<file path="src/design/cfss_pkg.sv">
package cfss_pkg;

   localparam int MAX_PATTERN_DEF = 128;
   localparam int OFFSET_BITS_DEF = 32;

   localparam int CHAR_BITS      = 8;
   localparam int KIND_BITS      = 2;
   localparam int INDEX_BITS     = 7;
   localparam int LEN_BITS       = 8;
   localparam int CSR_INDEX_BITS = 2;
   localparam int CSR_DATA_BITS  = 8;

   localparam logic [CHAR_BITS-1:0] CHAR_LOWER_A = 8'h61;
   localparam logic [CHAR_BITS-1:0] CHAR_LOWER_Z = 8'h7a;
   localparam logic [CHAR_BITS-1:0] CASE_BIT     = 8'h20;

   typedef enum logic [KIND_BITS-1:0] {
      KIND_LOAD    = 2'd0,
      KIND_TEXT    = 2'd1,
      KIND_RESTART = 2'd2
   } kind_type;

   typedef enum logic [CSR_INDEX_BITS-1:0] {
      REG_EXACT_CASE     = 2'd0,
      REG_PATTERN_LENGTH = 2'd1,
      REG_SEARCH_REVERSE = 2'd2,
      REG_POINT_AT_END   = 2'd3
   } csr_reg_type;

   typedef struct packed {
      logic                exact_case;
      logic                search_reverse;
      logic [LEN_BITS-1:0] length;
   } match_ctl_type;

   function automatic logic [CHAR_BITS-1:0] fold_char(input logic [CHAR_BITS-1:0] c,
                                                      input logic exact);
      if (!exact && c >= CHAR_LOWER_A && c <= CHAR_LOWER_Z) begin
         return c ^ CASE_BIT;
      end
      return c;
   endfunction

endpackage

</file>
<file path="src/design/cfss_text_window.sv">
module cfss_text_window #(
   parameter int MAX_PATTERN = cfss_pkg::MAX_PATTERN_DEF
) (
   input  logic                                       clock,
   input  logic                                       shift_en,
   input  logic [cfss_pkg::CHAR_BITS-1:0]             new_char,
   output logic [MAX_PATTERN*cfss_pkg::CHAR_BITS-1:0] window_flat
);

   localparam int WB = MAX_PATTERN * cfss_pkg::CHAR_BITS;

   logic [WB-1:0] window_ff;

   // Byte 0 holds the newest character. Stale bytes after a restart are never
   // compared because a match needs at least pattern-length bytes consumed.
   always_ff @(posedge clock) begin
      if (shift_en) begin
         window_ff <= {window_ff[WB-cfss_pkg::CHAR_BITS-1:0], new_char};
      end
   end

   assign window_flat = window_ff;

endmodule

</file>
<file path="config.mk">
export PLATFORM = sky130hd
export DESIGN_NAME = cfss_text_window
export DESIGN_NICKNAME = d
export VERILOG_FILES = /design/src/design/cfss_pkg.sv /design/src/design/cfss_text_window.sv
export SDC_FILE = /design/constraint.sdc
export NUM_CORES = 1
export LEC_CHECK = 0
export BUFFER_PORTS_ARGS = -buffer_cell sky130_fd_sc_hd__buf_2
export CORE_AREA = 8 8 396 398
export DETAILED_ROUTE_END_ITERATION = 8
export DIE_AREA = 0 0 404 406
export GPL_ROUTABILITY_DRIVEN = 0
export PLACE_DENSITY_LB_ADDON = 0.3
export SLEW_MARGIN = 20
export SYNTH_ARGS = -nofsm -noshare
export SYNTH_HDL_FRONTEND = slang
export SYNTH_SLANG_ARGS = --single-unit
</file>
<file path="constraint.sdc">
create_clock -name clock -period 0.8 [get_ports clock]
set_clock_uncertainty 0.05 [all_clocks]
set_input_delay 0.08 -clock clock [delete_from_list [all_inputs] [get_ports clock]]
set_output_delay 0.08 -clock clock [all_outputs]
set_load 0.01 [all_outputs]
</file>
==> flow_summary.ini <==
[logic_synthesis]
synth_warnings = 0
syn_area_sq_um = 30700
yosysSeqAreaShare = 1.00
syn_inst = 1024
syn-num-nets = 1034
synth_cell_types = 1
synth.avg_cell_area_sq_um = 30.0
ys_ff_latch = 1024

[drt]
ant_nets = 0
drt_iter0_markers = 1118
dr.pass1.iters = 4
drt-vias-per-instance = 3.61
drc = 0
wl_per_cell_microns = 20.7
vias = 17500
wl_microns = 101000

[sta]
finalSetupViolCount = 1428
hold_violations = 22
fmax_mhz = 663
slew_violations = 0
rsz0062_at_grt = true
tns_ps = -625870
min_period_ps = 1510
fin_crit_sh = 1.88
setup_ws_ps = -707
slew_headroom = 0.773
holdWs_ps = -232
tightest_slew_ps = 341

[status]
violations = hold timing, setup timing
status = finished, violations left

[cells_and_area]
mostFrequentLayoutCell = edfxtp_1
fill_cells = 14500
largest_reg_flops = 1024
drive_gt1_frac = 0.616
mostFrequentLayoutCells = 1024 x edfxtp_1, 692 x buf_2, 512 x buf_4, 342 x buf_6, 106 x clkbuf_16
seq_area_sq_um = 30700
multi_input_area_sq_um = 0
fin_area_sq_um = 48800
nNetsFinal = 2741
nMultiInputCombCells = 0
area_growth_pct = 58.8

[cts]
clock-sinks = 1024
h-tree-depth = 3
cts_tree = built
cts-root-buf = clkbuf_16
postCtsHoldBufs = 18
cts_buffers = 106
cts.path.max_buffers = 3
path_clk_slew_ps = 60
insertion_delay_ps = 710

[critical_path]
path_class = flip-flop to output pin
path_cells = buf_2
crit_path_top_delay_cell = edfxtp_1
worstPathMaxFanout = 2
critPathBufInv = 1
end_kind = output pin
crit_family = flip-flops
critPathRequiredTime_ps = 670
critPathArrivalTime_ps = 1380
cp-start-kind = flip-flop
crit_path_max_incr_delay_ps = 490

[floorplan]
io_pins = 1034
fp-row-count = 143
core_sq_um = 151000
start_util = 0.204
die_y_microns = 406
fp.dieW_microns = 404
dieArea_sq_um = 164000

[placed_design]
portBuffers = 1033
hpwl_microns = 75900
place_area_sq_um = 39600

[grt]
antenna_found_initial = 1
overflow = 0
first_global_vias = 18000
grt_start_max_net_pins = 30
grt_pass1_wl_microns = 133000
grt_usage = 0.111

[power]
p_leak_uw = 0.0194
p_clk_frac = 0.399
comb_power_share = 0.078
netSwitchingFraction = 0.225
p_int_uw = 95700
switching_power_uw = 27700
power_density_nw_per_um2 = 2530
pwr-share-seq = 0.523
irDropWorstVdd_uv = 1980

[job]
cap_violations = 0

[min_path]
holdCritPathClass = primary input to flip-flop
==> through the flow <==
step / instances / hold slack (ps) / setup slack [ps] / utilization / power [uW]
2_1_floorplan: 1024 / 129 / 58.3 / - / 66300
3_3_place_gp: 4186 / 208 / -375 / 0.263 / 72500
3_5_place_dp: 4186 / 208 / -395 / 0.263 / 72500
4_1_cts: 4667 / -306 / -873 / 0.308 / 124000
5_1_grt: 4849 / -289 / -845 / 0.324 / 128000
6_report: 4849 / -232 / -707 / 0.324 / 123000
==> power by group through the flow <==
| stage | Clock [uW] | Combinational, uW | Sequential, uW |
|---|---|---|---|
| 2_1_floorplan | 0 | 0 | 66300 |
| 3_3_place_gp | 0 | 6790 | 65700 |
| 3_5_place_dp | 0 | 6770 | 65700 |
| 4_1_cts | 50900 | 8600 | 64500 |
| 5_1_grt | 52800 | 10100 | 64800 |
| 6_report | 49300 | 9580 | 64600 |
==> worst reg2reg max path: cells and delay by family, from the launching register on <==
| family | cells | cell delay (ps) |
|---|---|---|
| flip-flops | 1 | 410 |
| buffers and inverters | 6 | 750 |
==> path summary, 6_finish.rpt <==
kind                                end  cells past startpoint                  startpoint  slack [ps]
max                    window_flat[143]                      1  window_flat[143]$_DFFE_PP_        -710
min reg2reg  window_flat[186]$_DFFE_PP_                      0  window_flat[178]$_DFFE_PP_         360
min           window_flat[91]$_DFFE_PP_                      2                    shift_en        -230
max reg2reg  window_flat[736]$_DFFE_PP_                      6  window_flat[728]$_DFFE_PP_        -660
==> synth_stat cells (all sizes together) <==
library cell     n  area [sq um]
edfxtp        1024         30700
==> repair_timing <==
action	CTS	global route
buffers inserted	269	180
endpoints found under the hold margin	317	240
endpoints found under the setup margin	1067	1322
resized for setup	307	252
==> layer usage <==
| metal | vias to the layer above | track usage | share of wire |
|---|---|---|---|
| met4 | 0 | 0.0330 | 0.027 |
| met1 | 8810 | 0.118 | 0.36 |
| met2 | 866 | 0.194 | 0.51 |
| met5 | - | 0 | 0 |
| met3 | 154 | 0.0545 | 0.11 |
| li1 | 7651 | - | - |
==> area by class of cell <==
class,count,area share
sequential,1024,0.630
timing repair buffer,1599,0.247
clock buffer,122,0.0555
tap,2030,0.0520
clock inverter,72,0.0161
antenna,2,0.000102
==> cells by family after synthesis <==
kind of cell	after synthesis	synth area share
DFF	1024	1.00
Power figures use the tool's default switching activity.
