[config.mk]
export PLATFORM = sky130hd
export DESIGN_NAME = cfss_pattern_store
export DESIGN_NICKNAME = d
export VERILOG_FILES = /design/src/design/cfss_pkg.sv /design/src/design/cfss_pattern_store.sv
export SDC_FILE = /design/constraint.sdc
export NUM_CORES = 1
export LEC_CHECK = 0
export BUFFER_PORTS_ARGS = -buffer_cell sky130_fd_sc_hd__buf_2
export CORE_AREA = 2 2 404 406
export CTS_CLUSTER_DIAMETER = 60
export DETAILED_ROUTE_END_ITERATION = 6
export DIE_AREA = 0 0 406 408
export PLACE_DENSITY_LB_ADDON = 0.15
export SYNTH_ARGS = -nofsm -noshare
export SYNTH_HDL_FRONTEND = slang
export SYNTH_SLANG_ARGS = --single-unit
[constraint.sdc]
create_clock -name clock -period 1.8 [get_ports clock]
set_clock_uncertainty 0.05 [all_clocks]
set_input_delay 0 -clock clock [delete_from_list [all_inputs] [get_ports clock]]
set_output_delay 0 -clock clock [all_outputs]
set_load 0.01 [all_outputs]
[src/design/cfss_pkg.sv]
package cfss_pkg;

   localparam int MAX_PATTERN_DEF = 128;
   localparam int OFFSET_BITS_DEF = 32;

   localparam int CHAR_BITS      = 8;
   localparam int KIND_BITS      = 2;
   localparam int INDEX_BITS     = 7;
   localparam int LEN_BITS       = 8;
   localparam int CSR_INDEX_BITS = 2;
   localparam int CSR_DATA_BITS  = 8;

   localparam logic [CHAR_BITS-1:0] CHAR_LOWER_A = 8'h61;
   localparam logic [CHAR_BITS-1:0] CHAR_LOWER_Z = 8'h7a;
   localparam logic [CHAR_BITS-1:0] CASE_BIT     = 8'h20;

   typedef enum logic [KIND_BITS-1:0] {
      KIND_LOAD    = 2'd0,
      KIND_TEXT    = 2'd1,
      KIND_RESTART = 2'd2
   } kind_type;

   typedef enum logic [CSR_INDEX_BITS-1:0] {
      REG_EXACT_CASE     = 2'd0,
      REG_PATTERN_LENGTH = 2'd1,
      REG_SEARCH_REVERSE = 2'd2,
      REG_POINT_AT_END   = 2'd3
   } csr_reg_type;

   typedef struct packed {
      logic                exact_case;
      logic                search_reverse;
      logic [LEN_BITS-1:0] length;
   } match_ctl_type;

   function automatic logic [CHAR_BITS-1:0] fold_char(input logic [CHAR_BITS-1:0] c,
                                                      input logic exact);
      if (!exact && c >= CHAR_LOWER_A && c <= CHAR_LOWER_Z) begin
         return c ^ CASE_BIT;
      end
      return c;
   endfunction

endpackage

[src/design/cfss_pattern_store.sv]
module cfss_pattern_store #(
   parameter int MAX_PATTERN = cfss_pkg::MAX_PATTERN_DEF
) (
   input  logic                                     clock,
   input  logic                                     wr_en,
   input  logic [cfss_pkg::INDEX_BITS-1:0]          wr_index,
   input  logic [cfss_pkg::CHAR_BITS-1:0]           wr_data,
   output logic [MAX_PATTERN*cfss_pkg::CHAR_BITS-1:0] pattern_flat
);

   localparam int AW = $clog2(MAX_PATTERN);

   logic [cfss_pkg::CHAR_BITS-1:0] store_ff [MAX_PATTERN];
   logic                           in_range;

   // Loads at or beyond the store depth are dropped.
   assign in_range = 32'(wr_index) < 32'(MAX_PATTERN);

   always_ff @(posedge clock) begin
      if (wr_en && in_range) begin
         store_ff[AW'(wr_index)] <= wr_data;
      end
   end

   for (genvar i = 0; i < MAX_PATTERN; i++) begin : g_out
      assign pattern_flat[i*cfss_pkg::CHAR_BITS +: cfss_pkg::CHAR_BITS] = store_ff[i];
   end

endmodule

==> flow_summary_export.csv, run 1 <==
group,metric,value,unit
cts,cts_resized,0,
yosys,ys.warnings.count,0,
timing,finalSetupTns,0,ns
worst_setup_path,worstSetupPathType,"input port to flop",
power_and_ir_drop,power.internal,41.1,mW
yosys,synth_xor_area_share,0,%
power_and_ir_drop,p_comb_share,2.5,%
global_route,antenna_found_initial,12,
place,place_ws,-0.0132,ns
power_and_ir_drop,power.share.switching,21.2,%
cts,hold_buffers,14,
min_path,hold_class,"input port to flop",
global_route,grt_pass1_wl,169000,um
yosys,seq_area_frac_synth,97.3,%
detailed_routing,drtIter0Drc,1202,
yosys,netlist_top_cells_count,"1024 x edfxtp_1, 128 x nor2_1, 24 x clkbuf_1",
floorplanning,die_h,408,um
floorplanning,dieArea,166000,um^2
yosys,synthesis.nets,1224,
yosys,postSynthAreaPerCell,26.2,um^2
timing,tightest_slew,0.746,ns
place,dp_cells,4639,
cts,cts_max_level,3,
floorplanning,fp.coreArea,162000,um^2
power_and_ir_drop,seqPwrFrac,50.5,%
power_and_ir_drop,p_leak,16.9,nW
status,status,"finished clean",
yosys,synthArstFlopShare,0,%
worst_setup_path,cp_max_fo,9,
timing,hold_violations,0,
worst_setup_path,critPathLaunchType,"input port",
yosys,synth_top_cell_by_area,"edfxtp_1",
final_layout,layout.cells.non_filler,4874,
final_layout,register_area,30700,um^2
timing,fin_crit,1.63,ns
final_layout,drive_gt1_share,54.6,%
yosys,ys.flop_type,"edfxtp_1",
final_layout,multi_input_area,764,um^2
timing,rsz0062_at_grt,"no",
detailed_routing,routed_wl,128000,um
worst_setup_path,critPathArrivalTime,1.99,ns
place,place.gp.congestion,0.779,
yosys,synth_edf_count,1024,
final_layout,largestRegisters,"store_ff (1024)",
place,dp_hpwl,92700,um
timing,timing.final.ws_setup,0.174,ns
yosys,synth-simple-area-share,2.26,%
cts,clockRootBuffer,"clkbuf_16",
timing,slew_viol_final,0,
timing,finalSetupViolations,0,
final_layout,regMostFlops,"store_ff",
cts,cts_tree,"yes",
cts,cts.path.max_buffers,3,
timing,period_share,90.3,%
cts,post_cts_buffers,0,
timing,hold_slack,0.0863,ns
yosys,synthAdderAreaFrac,0,%
yosys,synth_area,31600,um^2
power_and_ir_drop,p_per_area,1140,nW/um^2
power_and_ir_drop,ir_drop,0.750,mV
yosys,synth.area.mux_share,0,%
yosys,yosysTopAreaCellShare,97.3,%
yosys,synth_cells,1207,
worst_setup_path,critPathRequiredTime,2.17,ns
floorplanning,row_count,148,
final_layout,fillCellCount,16300,
detailed_routing,firstDrtPassIters,5,
yosys,synth_cell_types,11,
final_layout,nets,2615,
global_route,grt_use_total,14.9,%
timing,fmax,615,MHz
place,port_buffers,1040,
yosys,synth_most_common_cell,"edfxtp_1",
timing,slew_headroom,50.3,%
power_and_ir_drop,clock_power_share,47.0,%
detailed_routing,wl_per_cell,26.3,um
floorplanning,die_w,406,um
min_path,min_delay_path_depth,2,
global_route,first_global_vias,18500,
floorplanning,start_util,19.5,%
cts,cts_made_buffers,118,
yosys,synth_compound_area_share,0,%
detailed_routing,ant_nets,0,
detailed_routing,vias,18000,
floorplanning,ioPinCount,1041,
worst_setup_path,critPathCaptureType,"flop",
run,maxCapViolCount,0,
yosys,synth_seq_cells,1024,
cts,cts_sinks,1024,
detailed_routing,drc,0,
yosys,ys_top_cells_by_area,"edfxtp_1 97%, nor2_1 1.5%, nand4bb_1 0.32%",
power_and_ir_drop,fin_total_pwr,52.2,mW
final_layout,largest_register_ffs,1024,
yosys,synth_top_family_by_area,"simple AND/OR/NAND/NOR gates",
cts,clk_pin_slew_worst_paths,0.06,ns
final_layout,areaGrowthSynthToFinish,45.3,%
detailed_routing,viasPerCell,3.69,
power_and_ir_drop,switchingPower,11.0,mW
global_route,gr-total-overflow,0,
global_route,grt_max_degree,79,
## layer usage
layer / global-route usage [%] / up-vias / share of wire [%]
met1: 16.7 / 9417 / 37
li1: - / 7604 / -
met4: 4.04 / 0 / 2.0
met3: 5.12 / 140 / 9.0
met2: 26.7 / 824 / 52
met5: 0 / - / 0
## final timing paths
check,startpoint,end,slack (ns)
worst max-delay path,wr_index[3],store_ff[20][5]$_DFFE_PP_,0.17
worst min-delay path,wr_data[6],store_ff[78][6]$_DFFE_PP_,0.09
## critical path, stage by stage
cell and delay (ns):
dlygate4sd3_1 0.54, buf_2 0.16, or4b_2 0.89, nor2_1 0.17
buf_4 0.21
## layout make-up
class	count	share of cell area, %
clock inverter	82	2.16
antenna	2	0.0109
tap	2175	5.93
multi-input combinational	152	1.67
timing repair buffer	1302	16.7
sequential	1024	67.0
clock buffer	137	6.59
## cell families (layout without fill, tap and decap cells)
group / after synthesis / count (layout)
buf+inv: 31 / 1521
flops: 1024 / 1024
other cells: 0 / 2
simple gates: 152 / 152
## cells in the final DEF (no fill, tap or decap)
cell type      instances
or4b_2                 4
buf_2               1032
clkinv_2              19
clkinv_8               4
clkinv_1              23
clkinv_4               6
or4b_1                 1
diode_2                2
buf_12                34
dlygate4sd3_1         14
clkbuf_1              19
clkbuf_16            118
nand4bb_1              6
buf_4                222
nand4b_1               7
nand4bb_4              3
or4_1                  1
nand4_1                2
nor2_1               127
inv_6                  3
nor2_2                 1
inv_8                  4
clkinv_16              4
clkinvlp_4             3
edfxtp_1            1024
bufinv_16             16
## stage by stage
step                      instance area, um^2  util (%)
final                                   45900      28.4
after global routing                    45900      28.4
after detailed placement                41700      25.8
after global placement                  41700      25.8
after CTS                               45900      28.4
after floorplan                         31600         -
## power by group through the flow
stage               sequential, mW  combinational, mW  clock (mW)
floorplan                     26.9             0.0956           0
global placement              26.8               1.34           0
detailed placement            26.8               1.33           0
CTS                           26.3               1.36        25.3
global route                  26.3               1.38        26.2
finish                        26.3               1.28        24.5
No activity file was read; power rests on OpenSTA's default activity.
==> run 2, diff against run 1 <==
PLACE_DENSITY = 0.36   (was not set)
PLACE_DENSITY_LB_ADDON = not set   (was 0.15)
==> flow_summary_export.csv, run 2 (same netlist as run 1, synthesis figures left out) <==
group,metric,value,unit
status,status,"finished clean",
detailed_routing,wl_per_cell,26.5,um
detailed_routing,firstDrtPassIters,4,
place,dp_hpwl,93600,um
floorplanning,die_w,406,um
timing,tightest_slew,0.700,ns
worst_setup_path,worstSetupPathType,"flop to output pin",
place,place_area,41800,um^2
worst_setup_path,critPathArrivalTime,1.74,ns
global_route,antenna_found_initial,10,
floorplanning,start_util,19.5,%
timing,slew_viol_final,0,
floorplanning,ioPinCount,1041,
final_layout,fin_util,28.1,%
place,port_buffers,1040,
global_route,grt_use_total,15.0,%
power_and_ir_drop,p_per_area,1090,nW/um^2
worst_setup_path,worstPathCellList,"buf_2",
final_layout,drive_gt1_share,54.4,%
final_layout,areaGrowthSynthToFinish,43.8,%
detailed_routing,drtIter0Drc,1380,
cts,cts_max_level,3,
floorplanning,fp.coreArea,162000,um^2
cts,clockRootBuffer,"clkbuf_16",
floorplanning,dieArea,166000,um^2
detailed_routing,drc,0,
final_layout,nets,2612,
timing,slew_headroom,53.3,%
detailed_routing,routed_wl,129000,um
min_path,hold_class,"input port to flop",
cts,cts_sinks,1024,
worst_setup_path,critPathLaunchType,"flop",
timing,finalSetupViolations,0,
worst_setup_path,cp_max_fo,2,
floorplanning,die_h,408,um
place,place.gp.congestion,0.792,
detailed_routing,ant_nets,0,
worst_setup_path,slowest_stage,"edfxtp_1",
cts,cts_tree,"yes",
timing,hold_violations,0,
timing,timing.final.ws_setup,0.00722,ns
final_layout,largestRegisters,"store_ff (1024)",
final_layout,final_common_cell,"buf_2",
worst_setup_path,critPathRequiredTime,1.75,ns
cts,clk_pin_slew_worst_paths,0.06,ns
worst_setup_path,critPathTopFamily,"flip-flops",
final_layout,final_cell_mix,"1032 x buf_2, 1024 x edfxtp_1, 230 x buf_4, 124 x nor2_1, 115 x clkbuf_16",
timing,finalSetupTns,0,ns
global_route,gr-total-overflow,0,
timing,fmax,558,MHz
detailed_routing,vias,18000,
run,maxCapViolCount,0,
final_layout,largest_register_ffs,1024,
power_and_ir_drop,p_leak,16.6,nW
cts,cts_made_buffers,113,
worst_setup_path,path_buf_inv,1,
detailed_routing,viasPerCell,3.69,
cts,cts.path.max_buffers,3,
floorplanning,row_count,148,
timing,period_share,99.6,%
timing,rsz0062_at_grt,"no",
place,place_ws,-0.0338,ns
final_layout,fillCellCount,16200,
worst_setup_path,critPathCaptureType,"output pin",
final_layout,fin_area,45500,um^2
global_route,grt_pass1_wl,169000,um
worst_setup_path,slowest_delay,0.76,ns
final_layout,regMostFlops,"store_ff",
power_and_ir_drop,ir_drop,0.779,mV
global_route,grt_max_degree,64,
timing,fin_crit,1.79,ns
global_route,first_global_vias,18400,
[run 2: cell count changes in the layout (fill, tap and decap cells not counted), moves of 4 or more]
cell           previous run  this run
clkinv_8                  4         0
clkinvlp_4                3         7
clkinv_1                 23        28
clkinv_2                 19        15
bufinv_16                16         6
buf_4                   222       230
diode_2                   2         6
dlygate4sd3_1            14         9
[run 2: stage by stage]
step / hold WS (ns) / std cells / power [mW]
floorplan: 0.0489 / 1207 / 27.0
global placement: 0.361 / 4646 / 28.2
detailed placement: 0.358 / 4646 / 28.2
CTS: 0.000430 / 4858 / 50.5
global route: 0.0560 / 4860 / 51.4
finish: 0.0822 / 4864 / 49.7
[run 2: routing by layer]
metal | up-vias | track usage (%) | share of wire [%]
met3 | 178 | 4.74 | 8.2
met2 | 809 | 25.9 | 50
met4 | 0 | 5.42 | 3.2
met5 | - | 0 | 0
met1 | 9404 | 17.4 | 38
li1 | 7579 | - | -
[run 2: final cells by class]
type	count	area [um^2]	share of cell area [%]
Multi-Input combinational cell	152	772	1.70
Timing Repair Buffer	1304	7640	16.8
Clock buffer	136	2960	6.50
Antenna cell	6	15.0	0.0330
Sequential cell	1024	30700	67.7
Clock inverter	67	597	1.31
Tap cell	2175	2720	5.99
[run 2: repair_timing]
item	4_1_cts	5_1_grt
setup buffers	0	0
gates resized for setup	0	0
hold endpoints to repair	920	0
hold buffers	9	0
endpoints found under the setup margin	0	0
[run 2: path summary, 6_finish.rpt]
| kind | depth (start not counted) | end | slack, ns | from |
|---|---|---|---|---|
| max | 1 | pattern_flat[544] | 0.007 | store_ff[68][0]$_DFFE_PP_ |
| min | 4 | store_ff[106][3]$_DFFE_PP_ | 0.08 | wr_index[4] |
[run 2: power breakdown]
group / internal [mW] / total, mW / switching [mW]
Combinational: 0.351 / 1.28 / 0.926
Clock: 12.6 / 22.1 / 9.54
Sequential: 26.3 / 26.4 / 0.0274
Total: 39.2 / 49.7 / 10.5
==> run 3, diff against run 2 <==
REMOVE_ABC_BUFFERS = 1   (was not set)
==> flow_summary_export.csv, run 3 (same netlist as run 1, synthesis figures left out) <==
group,metric,value,unit
status,status,"finished clean",
floorplanning,ioPinCount,1041,
final_layout,final_common_cell,"buf_2",
timing,fin_crit,1.64,ns
cts,post_cts_buffers,0,
worst_setup_path,crit_start,"wr_index[3]",
worst_setup_path,worstSetupPathType,"input port to flop",
global_route,grtUsageMet3,4.57,%
floorplanning,fp.coreArea,162000,um^2
min_path,min-delay-start,"wr_index[5]",
final_layout,nets,2601,
cts,cts.path.max_buffers,3,
worst_setup_path,cp_max_fo,11,
floorplanning,row_count,148,
final_layout,register_area,30700,um^2
worst_setup_path,critPathArrivalTime,2.01,ns
detailed_routing,viasPerCell,3.70,
run,maxCapViolCount,0,
cts,cts_max_level,3,
cts,cts_tree,"yes",
place,port_buffers,1040,
cts,clockRootBuffer,"clkbuf_16",
timing,hold_slack,0.111,ns
global_route,busiest_layer,"met2",
final_layout,final_cell_mix,"1032 x buf_2, 1024 x edfxtp_1, 214 x buf_4, 127 x nor2_1, 113 x clkbuf_16",
floorplanning,dieArea,166000,um^2
detailed_routing,wl_per_cell,25.9,um
final_layout,largestRegisters,"store_ff (1024)",
global_route,grtUsageMet1,16.5,%
timing,hold_violations,0,
global_route,first_global_vias,18500,
power_and_ir_drop,ir_drop,0.765,mV
global_route,grt_use_total,14.7,%
final_layout,multi_input_area,764,um^2
floorplanning,die_w,406,um
final_layout,largest_register_ffs,1024,
final_layout,fin_util,28.3,%
detailed_routing,ant_nets,0,
final_layout,regMostFlops,"store_ff",
cts,cts_made_buffers,113,
worst_setup_path,critPathRequiredTime,2.17,ns
global_route,gr-total-overflow,0,
timing,tightest_slew,0.645,ns
floorplanning,start_util,19.5,%
cts,clk_pin_slew_worst_paths,0.06,ns
global_route,grtUsageMet2,26.2,%
timing,rsz0062_at_grt,"no",
detailed_routing,drc,0,
global_route,grt_pass1_wl,166000,um
place,place.gp.congestion,0.784,
timing,slew_viol_final,0,
timing,slew_headroom,57.0,%
min_path,hold_class,"input port to flop",
power_and_ir_drop,p_leak,16.8,nW
timing,finalSetupViolations,0,
final_layout,areaGrowthSynthToFinish,44.8,%
worst_setup_path,critPathCaptureType,"flop",
final_layout,drive_gt1_share,54.8,%
power_and_ir_drop,p_per_area,1130,nW/um^2
detailed_routing,drtIter0Drc,1073,
worst_setup_path,critPathLaunchType,"input port",
global_route,grt_max_degree,64,
detailed_routing,firstDrtPassIters,5,
detailed_routing,vias,17900,
timing,period_share,91.3,%
detailed_routing,routed_wl,126000,um
cts,cts_sinks,1024,
cts,cts_resized,0,
place,dp_hpwl,90700,um
global_route,antenna_found_initial,17,
floorplanning,die_h,408,um
timing,fmax,609,MHz
final_layout,fillCellCount,16300,
[run 3: cell types whose count changed in the layout (fill, tap and decap cells not counted), sizes merged]
| cell | before | now |
|---|---|---|
| inv | 4 | 10 |
| buf | 1295 | 1281 |
| clkinv | 50 | 39 |
| diode | 6 | 1 |
| bufinv | 6 | 22 |
| dlygate4sd3 | 9 | 12 |
| clkbuf | 136 | 130 |
| clkinvlp | 7 | 5 |
[run 3: cell type report]
cell class | instances | area share [%]
flip-flops and latches | 1024 | 67.2
well taps | 2175 | 5.95
clock inverters | 76 | 2.25
diodes | 1 | 0.00547
clock buffers | 130 | 6.32
multi-input cells | 152 | 1.67
repair buffers | 1293 | 16.6
[run 3: worst paths after layout]
kind	endpoint	cells past startpoint	slack (ns)
max	store_ff[5][6]$_DFFE_PP_	7	0.16
min	store_ff[43][2]$_DFFE_PP_	5	0.11
[run 3: routing by layer]
layer / vias up / routed length (um)
met5: - / 34
met4: 6 / 2970
met3: 155 / 10200
met2: 802 / 65300
met1: 9395 / 47200
li1: 7576 / -
[run 3: where the power goes]
group | total, mW | internal, mW | switching (mW) | leakage (nW)
sequential | 26.3 | 26.3 | 0.0246 | 9.21
clock | 24.3 | 14.7 | 9.54 | 1.92
combinational | 1.26 | 0.346 | 0.917 | 5.68
[run 3: stage by stage]
stage	power (mW)	instance area, um^2	TNS [ns]	setup slack, ns	cells
2_1_floorplan	27.0	31500	0	0.196	1176
3_3_place_gp	28.2	41700	-1.82	-0.109	4632
4_1_cts	52.7	45800	0	0.143	4850
3_5_place_dp	28.2	41700	-1.78	-0.0995	4632
5_1_grt	53.6	45800	0	0.125	4850
6_report	51.9	45800	0	0.157	4851
[run 3: repair_timing]
| item | 4_1_cts | 5_1_grt |
|---|---|---|
| endpoints found under the hold margin | 1036 | 0 |
| hold buffers | 12 | 0 |
| endpoints found under the setup margin | 0 | 0 |
[run 3: worst max-delay path, stage by stage]
cell,delay [ns]
dlygate4sd3_1,0.56
buf_2,0.20
buf_4,0.18
or4_1,0.54
buf_4,0.23
nor2_1,0.12
buf_4,0.18
